[config.mk]
export PLATFORM = sky130hd
export DESIGN_NAME = bracket_quote_balance_checker_top_flat
export DESIGN_NICKNAME = d
export VERILOG_FILES = /design/src/hdl/bqbc_pkg.sv /design/src/hdl/bqbc_in_if.sv /design/src/hdl/bqbc_out_if.sv /design/src/hdl/bqbc_scan.sv /design/src/hdl/bracket_quote_balance_checker_top.sv /design/src/flat_wrapper.sv
export SDC_FILE = /design/constraint.sdc
export NUM_CORES = 1
export LEC_CHECK = 0
export ABC_AREA = 0
export BUFFER_PORTS_ARGS = -buffer_cell sky130_fd_sc_hd__buf_2
export CAP_MARGIN = 30
export CORE_ASPECT_RATIO = 0.7
export CORE_MARGIN = 4
export CORE_UTILIZATION = 55
export CTS_CLUSTER_DIAMETER = 120
export DETAILED_ROUTE_END_ITERATION = 10
export PLACE_DENSITY = 0.72
export RECOVER_POWER = 100
export SYNTH_ARGS = -nofsm -noshare
export SYNTH_HDL_FRONTEND = slang
export SYNTH_SLANG_ARGS = --single-unit
[constraint.sdc]
create_clock -name clk -period 4.4 [get_ports clk]
set_input_delay 0.66 -clock clk [delete_from_list [all_inputs] [get_ports clk]]
set_output_delay 0.66 -clock clk [all_outputs]
set_load 0.01 [all_outputs]
[src/hdl/bqbc_pkg.sv]
// ---------------------------------------------------------------------------
// bqbc_pkg
// Shared types and character codes for the bracket and quote balance checker.
// ---------------------------------------------------------------------------
package bqbc_pkg;

  localparam logic [7:0] CH_NUL    = 8'h00;
  localparam logic [7:0] CH_LBRACE = 8'h7B;
  localparam logic [7:0] CH_RBRACE = 8'h7D;
  localparam logic [7:0] CH_LPAREN = 8'h28;
  localparam logic [7:0] CH_RPAREN = 8'h29;
  localparam logic [7:0] CH_HASH   = 8'h23;
  localparam logic [7:0] CH_DQUOTE = 8'h22;
  localparam logic [7:0] CH_SQUOTE = 8'h27;
  localparam logic [7:0] CH_BSLASH = 8'h5C;

  typedef enum logic [1:0] {
    VD_BALANCED   = 2'd0,
    VD_MISSING    = 2'd1,
    VD_UNEXPECTED = 2'd2,
    VD_TOO_DEEP   = 2'd3
  } verdict_t;

  typedef enum logic [1:0] {
    QM_NONE   = 2'd0,
    QM_DOUBLE = 2'd1,
    QM_SINGLE = 2'd2
  } quote_mode_t;

  typedef enum logic [1:0] {
    STK_HOLD = 2'd0,
    STK_PUSH = 2'd1,
    STK_POP  = 2'd2
  } stack_op_t;

  // stack entry kinds
  localparam logic KIND_BRACE = 1'b0;
  localparam logic KIND_PAREN = 1'b1;

  typedef struct packed {
    logic       valid;
    verdict_t   verdict;
    logic [7:0] culprit;
  } result_t;

endpackage

[src/hdl/bqbc_in_if.sv]
// ---------------------------------------------------------------------------
// bqbc_in_if
// Text byte channel: valid/ready handshake with one byte per transfer.
// ---------------------------------------------------------------------------
interface bqbc_in_if;
  logic       valid;
  logic       ready;
  logic [7:0] text_byte;

  modport source (output valid, output text_byte, input ready);
  modport sink (input valid, input text_byte, output ready);
endinterface

[src/hdl/bqbc_out_if.sv]
// ---------------------------------------------------------------------------
// bqbc_out_if
// Verdict channel: valid/ready handshake with verdict and culprit character.
// ---------------------------------------------------------------------------
interface bqbc_out_if;
  logic       valid;
  logic       ready;
  logic [1:0] verdict;
  logic [7:0] culprit_char;

  modport source (output valid, output verdict, output culprit_char, input ready);
  modport sink (input valid, input verdict, input culprit_char, output ready);
endinterface

[src/hdl/bqbc_scan.sv]
// ---------------------------------------------------------------------------
// bqbc_scan
// Scanner state: bracket stack, quote mode, escape and error flags. Steps
// once per enabled byte and presents the verdict for that byte, if any.
// ---------------------------------------------------------------------------
module bqbc_scan #(
  parameter int STACK_DEPTH = 32,
  parameter int DW          = $clog2(STACK_DEPTH + 1)
) (
  input  logic              clk,
  input  logic              rst_n,
  input  logic              en,
  input  logic [7:0]        text_byte,
  output bqbc_pkg::result_t res,
  output logic [DW-1:0]     depth
);
  import bqbc_pkg::*;

  // stack_r[0] is the innermost entry
  logic [STACK_DEPTH-1:0] stack_r;
  logic [DW-1:0]          depth_r, depth_nxt;
  quote_mode_t            qm_r, qm_nxt;
  logic                   esc_r, esc_nxt;
  logic                   err_r, err_nxt;
  stack_op_t              op;
  logic                   push_kind;
  logic [7:0]             qc;
  logic                   empty, full, top;

  assign empty = (depth_r == '0);
  assign full  = (depth_r == DW'(STACK_DEPTH));
  assign top   = stack_r[0];
  assign qc    = (qm_r == QM_DOUBLE) ? CH_DQUOTE : CH_SQUOTE;
  assign depth = depth_r;

  always_comb begin
    depth_nxt   = depth_r;
    qm_nxt      = qm_r;
    esc_nxt     = esc_r;
    err_nxt     = err_r;
    op          = STK_HOLD;
    push_kind   = KIND_BRACE;
    res.valid   = 1'b0;
    res.verdict = VD_BALANCED;
    res.culprit = CH_NUL;

    priority if (err_r) begin
      if (text_byte == CH_NUL) err_nxt = 1'b0;
    end else if (qm_r != QM_NONE) begin
      priority if (text_byte == CH_NUL) begin
        res.valid   = 1'b1;
        res.verdict = VD_MISSING;
        res.culprit = qc;
        depth_nxt   = '0;
        qm_nxt      = QM_NONE;
        esc_nxt     = 1'b0;
      end else if (esc_r) begin
        esc_nxt = 1'b0;
      end else if (text_byte == CH_BSLASH) begin
        esc_nxt = 1'b1;
      end else if (text_byte == qc) begin
        qm_nxt = QM_NONE;
      end else begin
        qm_nxt = qm_r;
      end
    end else begin
      unique case (text_byte)
        CH_NUL: begin
          res.valid   = 1'b1;
          res.verdict = empty ? VD_BALANCED : VD_MISSING;
          res.culprit = empty ? CH_NUL : (top ? CH_RPAREN : CH_RBRACE);
          depth_nxt   = '0;
        end
        CH_LBRACE, CH_LPAREN: begin
          if (text_byte == CH_LBRACE && !empty && top == KIND_PAREN) begin
            res.valid   = 1'b1;
            res.verdict = VD_UNEXPECTED;
            res.culprit = text_byte;
          end else if (full) begin
            res.valid   = 1'b1;
            res.verdict = VD_TOO_DEEP;
            res.culprit = CH_NUL;
          end else begin
            op        = STK_PUSH;
            push_kind = (text_byte == CH_LPAREN) ? KIND_PAREN : KIND_BRACE;
            depth_nxt = depth_r + DW'(1);
          end
        end
        CH_DQUOTE: qm_nxt = QM_DOUBLE;
        CH_SQUOTE: qm_nxt = QM_SINGLE;
        CH_RBRACE, CH_RPAREN: begin
          if (!empty && top == (text_byte == CH_RPAREN)) begin
            op        = STK_POP;
            depth_nxt = depth_r - DW'(1);
          end else begin
            res.valid   = 1'b1;
            res.verdict = VD_UNEXPECTED;
            res.culprit = text_byte;
          end
        end
        CH_HASH: begin
          res.valid   = 1'b1;
          res.verdict = VD_UNEXPECTED;
          res.culprit = text_byte;
        end
        default: ;
      endcase
      if (res.valid && res.verdict != VD_BALANCED && res.verdict != VD_MISSING) begin
        err_nxt   = 1'b1;
        depth_nxt = '0;
        qm_nxt    = QM_NONE;
        esc_nxt   = 1'b0;
      end
    end
  end

  always_ff @(posedge clk) begin
    if (!rst_n) begin
      depth_r <= '0;
      qm_r    <= QM_NONE;
      esc_r   <= 1'b0;
      err_r   <= 1'b0;
    end else if (en) begin
      depth_r <= depth_nxt;
      qm_r    <= qm_nxt;
      esc_r   <= esc_nxt;
      err_r   <= err_nxt;
    end
  end

  generate
    if (STACK_DEPTH == 1) begin : g_stk1
      always_ff @(posedge clk) begin
        if (en && op == STK_PUSH) stack_r <= push_kind;
      end
    end else begin : g_stkn
      always_ff @(posedge clk) begin
        if (en) begin
          unique case (op)
            STK_PUSH: stack_r <= {stack_r[STACK_DEPTH-2:0], push_kind};
            STK_POP:  stack_r <= {stack_r[STACK_DEPTH-1], stack_r[STACK_DEPTH-1:1]};
            default:  stack_r <= stack_r;
          endcase
        end
      end
    end
  endgenerate

endmodule

[src/hdl/bracket_quote_balance_checker_top.sv]
// ---------------------------------------------------------------------------
// bracket_quote_balance_checker_top
// Checks brace, parenthesis and quote balance of a byte stream of C text.
// ---------------------------------------------------------------------------
// Usage:
//   in_ch  : one text byte per transfer; a zero byte ends the text.
//   out_ch : at most one verdict per text, with culprit character. A verdict
//            comes at the terminator or at the first error; after an error
//            the rest of the text up to its terminator gives no transfer.
//   Path:    a transferred byte waits in the input register; as it is scanned
//            its verdict, if any, is registered and driven onto out_ch.
//   Throughput: one byte per cycle unless stalled. The scan is a single stage
//            with the bracket stack as a shift register, only its top bit read.
//   Stall: a held verdict blocks scanning of the byte behind it; in_ch.ready
//            drops once that input register is full as well.
//   Reset: rst_n (synchronous) empties the pipeline and clears depth, quote
//            mode, escape and error flags; stack contents are left as is.
//   STACK_DEPTH sets the nesting limit (1..256); one more opener gives the
//            too-deep verdict.
// ---------------------------------------------------------------------------
module bracket_quote_balance_checker_top #(
  parameter int STACK_DEPTH = 32
) (
  input  logic       clk,
  input  logic       rst_n,
  bqbc_in_if.sink    in_ch,
  bqbc_out_if.source out_ch
);
  import bqbc_pkg::*;

  localparam int DW = $clog2(STACK_DEPTH + 1);

  logic          s1_valid_r;
  logic [7:0]    s1_byte_r;
  logic          out_valid_r;
  result_t       out_res_r;
  result_t       scan_res;
  logic [DW-1:0] depth;
  logic          advance;

  assign advance     = s1_valid_r && (!out_valid_r || out_ch.ready);
  assign in_ch.ready = !s1_valid_r || advance;

  always_ff @(posedge clk) begin
    if (!rst_n) begin
      s1_valid_r <= 1'b0;
    end else if (in_ch.valid && in_ch.ready) begin
      s1_valid_r <= 1'b1;
    end else if (advance) begin
      s1_valid_r <= 1'b0;
    end
  end

  always_ff @(posedge clk) begin
    if (in_ch.valid && in_ch.ready) s1_byte_r <= in_ch.text_byte;
  end

  bqbc_scan #(
    .STACK_DEPTH (STACK_DEPTH),
    .DW          (DW)
  ) u_scan (
    .clk       (clk),
    .rst_n     (rst_n),
    .en        (advance),
    .text_byte (s1_byte_r),
    .res       (scan_res),
    .depth     (depth)
  );

  always_ff @(posedge clk) begin
    if (!rst_n) begin
      out_valid_r <= 1'b0;
    end else if (advance && scan_res.valid) begin
      out_valid_r <= 1'b1;
    end else if (out_ch.ready) begin
      out_valid_r <= 1'b0;
    end
  end

  always_ff @(posedge clk) begin
    if (advance && scan_res.valid) out_res_r <= scan_res;
  end

  assign out_ch.valid        = out_valid_r;
  assign out_ch.verdict      = out_res_r.verdict;
  assign out_ch.culprit_char = out_res_r.culprit;

  a_depth_bound: assert property (@(posedge clk) disable iff (!rst_n)
    depth <= DW'(STACK_DEPTH))
    else $error("nesting depth beyond stack size");

  a_verdict_clears: assert property (@(posedge clk) disable iff (!rst_n)
    advance && scan_res.valid |=> depth == '0)
    else $error("depth not cleared after verdict");

  a_out_from_scan: assert property (@(posedge clk) disable iff (!rst_n)
    $rose(out_valid_r) |-> $past(s1_valid_r))
    else $error("verdict without a scanned byte");

  a_stall_held: assert property (@(posedge clk) disable iff (!rst_n)
    !in_ch.ready |-> s1_valid_r && out_valid_r)
    else $error("input stalled with free stage");

endmodule
[src/flat_wrapper.sv]
// flat-port wrapper written by rule: the top's interface ports become plain ports
module bracket_quote_balance_checker_top_flat import bqbc_pkg::*;
#(
  parameter int STACK_DEPTH = 32
)
  (clk, rst_n, in_ch_valid, in_ch_text_byte, in_ch_ready, out_ch_valid, out_ch_verdict, out_ch_culprit_char, out_ch_ready);
  bqbc_in_if in_ch_i ();
  bqbc_out_if out_ch_i ();
  input  logic clk;
  input  logic rst_n;
  input wire logic [$bits(in_ch_i.valid)-1:0] in_ch_valid;
  input wire logic [$bits(in_ch_i.text_byte)-1:0] in_ch_text_byte;
  output wire logic [$bits(in_ch_i.ready)-1:0] in_ch_ready;
  output wire logic [$bits(out_ch_i.valid)-1:0] out_ch_valid;
  output wire logic [$bits(out_ch_i.verdict)-1:0] out_ch_verdict;
  output wire logic [$bits(out_ch_i.culprit_char)-1:0] out_ch_culprit_char;
  input wire logic [$bits(out_ch_i.ready)-1:0] out_ch_ready;
  assign in_ch_i.valid = in_ch_valid;
  assign in_ch_i.text_byte = in_ch_text_byte;
  assign in_ch_ready = in_ch_i.ready;
  assign out_ch_valid = out_ch_i.valid;
  assign out_ch_verdict = out_ch_i.verdict;
  assign out_ch_culprit_char = out_ch_i.culprit_char;
  assign out_ch_i.ready = out_ch_ready;
  bracket_quote_balance_checker_top #(.STACK_DEPTH(STACK_DEPTH)) u_core (.clk(clk), .rst_n(rst_n), .in_ch(in_ch_i), .out_ch(out_ch_i));
endmodule
-- After elaboration in Yosys (flattened, before gate mapping)
Cells that the tools add are included.
- bits of input ports: 12
- word-level logic and storage cells: 120
- flip-flop bits (word level): 62
- bitwise logic cells: 2
- mux-type cells: 53
- reductions and logical operators: 30
- equality and inequality tests: 22
- $add $sub $neg: 2
- operator list (cell ; number):
    11-bit 2-to-1 mux ; 8
    32-bit one-hot mux with 2 select lines ; 1
    11-bit one-hot mux with 4 select lines ; 1
    8-bit by 6-bit == test with 1-bit output (second input constant) ; 5
    6-bit 2-to-1 mux ; 6
    8-bit by 7-bit == test with 1-bit output (second input constant) ; 3
    1-bit 2-to-1 mux ; 22
    2-bit 2-to-1 mux ; 9
    6-bit one-hot mux with 3 select lines ; 1
    7-bit 2-to-1 mux ; 2
    4-bit != test (second input constant) ; 3
    2-bit nonzero test ; 6
    8-bit by 6-bit == test with 1-bit output ; 1
    1-bit logical AND ; 8
    8-bit zero test ; 1
    2-bit one-hot mux with 2 select lines ; 2
    4-bit nonzero test ; 2
    7-bit AND reduction ; 1
    6-bit by 1-bit adder with 6-bit output (second input constant) ; 1
    6-bit == test (second input constant) ; 1
    6-bit zero test ; 1
    3-bit != test (second input constant) ; 2
    3-bit AND reduction ; 2
    6-bit AND reduction ; 1
    other kinds (13) ; 19

-- Logic depth before layout (Yosys ltp)
- word-level depth: 14
- mapped depth: 14
- depth with buffers taken out: 10

-- By module
A second synthesis with hierarchy kept.
- cells, all modules: 274
- area total of the unflattened synthesis: 3263.1 µm²
- by module, submodules not included (module ; area each (µm²) ; instances ; cells an instance):
    bqbc_scan ; 2610.0 ; 1 ; 243
    bracket_quote_balance_checker_top ; 653.1 ; 1 ; 31

-- Worst setup path before layout
OpenSTA, ideal clock, no wires.
- path type: reg-to-reg
- start point: reg u_core.s1_byte_r[4]
- end point: reg u_core.u_scan.stack_r[0], enable pin
- setup time: 0.419 ns
- clock period less this slack: 3.573 ns
- slack: 0.827 ns
- data arrival time: 3.154 ns
- cell stages (with the launch flop): 9
- required time: 3.981 ns
- cells stage by stage: edfxtp_1 -> or4b_1 -> buf_2 -> nor2_1 -> nand2_1 -> xnor2_1 -> nand4_1 -> ha_1 -> nor2_1
- word-level cells in the longest chain between the ends: 10
- elaborated cells on any way between the ends: 19
- those cells by class: eq/ne (7); mux (5); reduce/logical (7)
- RTL lines (what ; line ; source):
    start: declaration ; bracket_quote_balance_checker_top.sv:34 ; logic [7:0] s1_byte_r;
    start signal: assignment ; bracket_quote_balance_checker_top.sv:55 ; if (in_ch.valid && in_ch.ready) s1_byte_r <= in_ch.text_byte;
    8-bit by 6-bit == test with 1-bit output or 8-bit by 7-bit == test with 1-bit output (tied branches) ; bqbc_scan.sv:67, bqbc_scan.sv:92, bqbc_scan.sv:75 ;
    1-bit == test or 1-bit logical AND (tied branches) ; bqbc_scan.sv:92, bqbc_scan.sv:75 ;
    1-bit logical AND (on tied branches) ; bqbc_scan.sv:92, bqbc_scan.sv:75 ;
    2-bit 2-to-1 mux or 1-bit 2-to-1 mux (tied branches) ; bqbc_scan.sv:92, bqbc_scan.sv:75 ;
    2-bit one-hot mux with 2 select lines (*) ; bqbc_scan.sv:67 ; unique case (text_byte)
    2-bit 2-to-1 mux (*) ; bqbc_scan.sv:49 ; end else if (qm_r != QM_NONE) begin
    2-bit 2-to-1 mux (*) ; bqbc_scan.sv:47 ; priority if (err_r) begin
    2-bit == test or 2-bit by 1-bit == test with 1-bit output (tied branches) ; bqbc_scan.sv:139 ; unique case (op)
    2-bit nonzero test (no source line) (*) ; -- ;
    2-bit AND reduction (no source line) (*) ; -- ;
    end signal: assignment ; bqbc_scan.sv:140 ; STK_PUSH: stack_r <= {stack_r[STACK_DEPTH-2:0], push_kind};
    end signal: assignment ; bqbc_scan.sv:141 ; STK_POP: stack_r <= {stack_r[STACK_DEPTH-1], stack_r[STACK_DEPTH-1:1]};
    end signal: assignment ; bqbc_scan.sv:142 ; default: stack_r <= stack_r;
    end: declaration ; bqbc_scan.sv:20 ; logic [STACK_DEPTH-1:0] stack_r;
Mark *: on every way between the ends. The rest lies on a longest branch, timed or not.
A chain may end at the register's enable or synchronous reset.

-- Final worst setup path
- start point: reg u_core.s1_byte_r[1]
- end point: reg u_core.u_scan.stack_r[4], enable pin
Same word-level chain as after synthesis.

==> qor.yml <==
synth_fa_ha_area_frac: 0.03052
yosysWarnings: 0
synth.mux.area_fraction: 0.1080
synth_xor_area_frac: 0.01124
synth_top_area_share: 0.4819
yosys.area_share.simple: 0.1659
via_per_inst: 5.890
die_area_um2: 6952
fin_cells: 364
setup_viol: 0
nFillCells: 432
cp_top_family: "simple AND/OR/NAND/NOR gates"
switching_share: 0.2181
path_max_fanout: 31
dieHeight_um: 70.97
postSynthCellCount: 263
ios: 24
gp_congestion: 0.9508
finalCriticalPeriod_ns: 3.249
antenna_found_initial: 0
cts_tree: "done"
diodes: 0
postLayoutCellArea_um2: 3392
holdCritPathClass: "reg2reg"
clock_insertion_delay_worst_skew_ns: 0.34
vdd_drop_max_v: 0.0002816
worst_pin_slew_ns: 0.7454
critPathKind: "reg2reg"
pwr-share-clk: 0.373
cpPeakStageDelay_ns: 0.59
outcome: "finished clean"
maxCapViolations: 0
top_usage_layer: "met1"
synth_seq_cells: 62
power.total_w: 0.001079
critPathRequiredTime_ns: 4.36
fmax_mhz: 307.8
nNetsFinal: 306
grt_util_met1: 0.2616
grt_pass1_vias: 1853
endpoint_kind: "flip-flop"
cts_num_sinks: 62
synth-edff-count: 50
routed_wl_um: 5734
skew_ns: 0.009352
cts-root-buf: "clkbuf_8"
synth.most_common_cell: "edfxtp_1"
clock_path_buffers: 2
synth-compound-area-share: 0.09357
detail_route.wl_per_cell_um: 15.75
p_comb_frac: 0.028
syn_area_um2: 3115
holdBufCountCts: 0
ant_nets: 0
p_leak_nw: 1.172
drv_slew: 0
synth_area_leaders: "edfxtp_1 48%, mux2_2 10%, dfxtp_1 7.7%"
power_frac_seq: 0.599
synthFlopType: "edfxtp_1"
dr.first_iter.drc_count: 289
cts_made_buffers: 9
synth.yosys.seq_area_share: 0.5590
p_int_w: 0.0008437
place_inst: 348
async_flop_share: 0
vias: 2144
cp_cell_sequence: "or4_1 > a211oi_1 > and4_1 > ha_1 > nor2_2 > clkbuf_2"
portBuffers: 23
synth_top_area_cell: "edfxtp_1"
post_cts_resized: 0
area_growth_pct: 8.875
clk_pin_slew_ns: 0.06
overflow: 0
slew_headroom: 0.4985
fp.dieW_um: 97.96
arrival_ns: 3.21
switchingPower_w: 0.0002354
slowest_stage: "clkbuf_2"
route.detailed.drc: 0
finalSetupTns_ns: 0
synth_nets: 282
final_hold_viol_count: 0
cts_post_setup_buffers_inserted: 0
synth_common_cells: "50 x edfxtp_1, 29 x mux2_2, 23 x nand2_1"
dpl.hpwl_um: 4072
powerDensity_nw_per_um2: 318.1
rsz0062_at_grt: "false"
critPathLaunchType: "flip-flop"
met3_usage: 0.07685
grt_pass1_wl_um: 9218
critPathBufInv: 1
dpl-instance-area_um2: 3277
grt_max_degree: 34
core_um2: 5368
cts_max_level: 3
post-route-period-util: 0.7383
rows: 22
met2_usage: 0.2066
grt_use_total: 0.1709
drive_above_1_share: 0.1952
syn_area_per_cell_um2: 11.85
initial_core_util: 0.5804
synth_top_family_by_area: "simple AND/OR/NAND/NOR gates"
dr.pass1.iters: 4
synth.distinct_cells: 55
power groups by stage:
stage / sequential (W) / combinational [W] / clock, W
floorplan: 0.000652 / 0.0000262 / 0
global placement: 0.000659 / 0.0000308 / 0
detailed placement: 0.000659 / 0.0000306 / 0
CTS: 0.000646 / 0.0000306 / 0.000416
global route: 0.000648 / 0.0000335 / 0.000445
finish: 0.000646 / 0.0000299 / 0.000403
cells in the final DEF, fill, tap and decap left out, types with 3 or more instances in the layout:
cell / Yosys / routed
mux2_2: 29 / 29
buf_2: 4 / 10
nand2_1: 23 / 23
or4_1: 3 / 4
xnor2_1: 4 / 4
nor4_1: 4 / 4
a211oi_1: 2 / 3
a21oi_1: 13 / 13
clkbuf_8: 0 / 9
dfxtp_1: 12 / 12
a21o_1: 3 / 3
nor2_1: 18 / 17
clkinv_1: 1 / 4
nand4_1: 6 / 6
nand2b_1: 4 / 4
nor3_1: 5 / 5
inv_1: 8 / 8
o21a_1: 5 / 5
nor2b_1: 4 / 4
edfxtp_1: 50 / 50
clkbuf_1: 4 / 14
ha_1: 6 / 6
o21ai_0: 7 / 7
nand3_1: 9 / 9
state kept, by name (all words and copies together), names as in the netlist:
register	flops
u_core.s1_byte_r	8
u_core.u_scan.esc_r	1
u_core.u_scan.depth	6
u_core.out_ch.culprit_char	8
u_core.out_ch.verdict	2
u_core.u_scan.qm_r	2
u_core.u_scan.err_r	1
u_core.s1_valid_r	1
u_core.out_ch.valid	1
u_core.u_scan.stack_r	32
per-layer routing:
layer | vias up | share of wire
li1 | 1037 | -
met1 | 990 | 0.49
met2 | 107 | 0.39
met3 | 10 | 0.11
met4 | 0 | 0.017
met5 | - | 0
metrics by stage:
stage	setup WS (ns)	utilization	hold slack, ns
floorplan	0.8270	-	0.4486
global placement	1.556	0.6105	0.4615
detailed placement	1.438	0.6105	0.4743
CTS	1.415	0.6396	0.4832
global route	0.9655	0.6319	0.4750
finish	1.151	0.6319	0.4844
path summary, 6_finish.rpt:
| kind | cells after the start | from | slack (ns) | to |
|---|---|---|---|---|
| setup / recovery | 6 | u_core.s1_byte_r[1] | 1.15 | u_core.u_scan.stack_r[4] |
| hold / removal | 2 | u_core.u_scan.depth[4] | 0.48 | u_core.u_scan.depth[4] |
| setup reg to reg | 6 | u_core.s1_byte_r[1] | 1.15 | u_core.u_scan.stack_r[4] |
| hold reg to reg | 2 | u_core.u_scan.depth[4] | 0.48 | u_core.u_scan.depth[4] |
area by class of cell:
class                           instances  area (µm²)  area share
Clock inverter                          6       28.78    0.008484
Multi-Input combinational cell        180        1259      0.3711
Inverter                                9       33.78    0.009959
Timing Repair Buffer                   25       111.4     0.03283
Sequential cell                        62        1742      0.5135
Clock buffer                           10       127.6     0.03762
Tap cell                               72       90.09     0.02656
worst reg2reg max path: cells and delay by family, from the launching register on:
kind                     cells  cell delay (ns)
AND/OR/NAND/NOR              3             1.00
buffers and inverters        1             0.59
flip-flops                   1             0.50
AO/OA/AOI/OAI                1             0.54
adder cells (fa/ha/maj)      1             0.25
kinds of logic after synthesis:
kind of cell    after synthesis
other cells                   1
xor+xnor                      4
buf+inv                      21
fa+ha+maj                     7
compound gates               42
simple gates                 96
flops                        62
mux                          30
(Power assumes the default switching activity.)
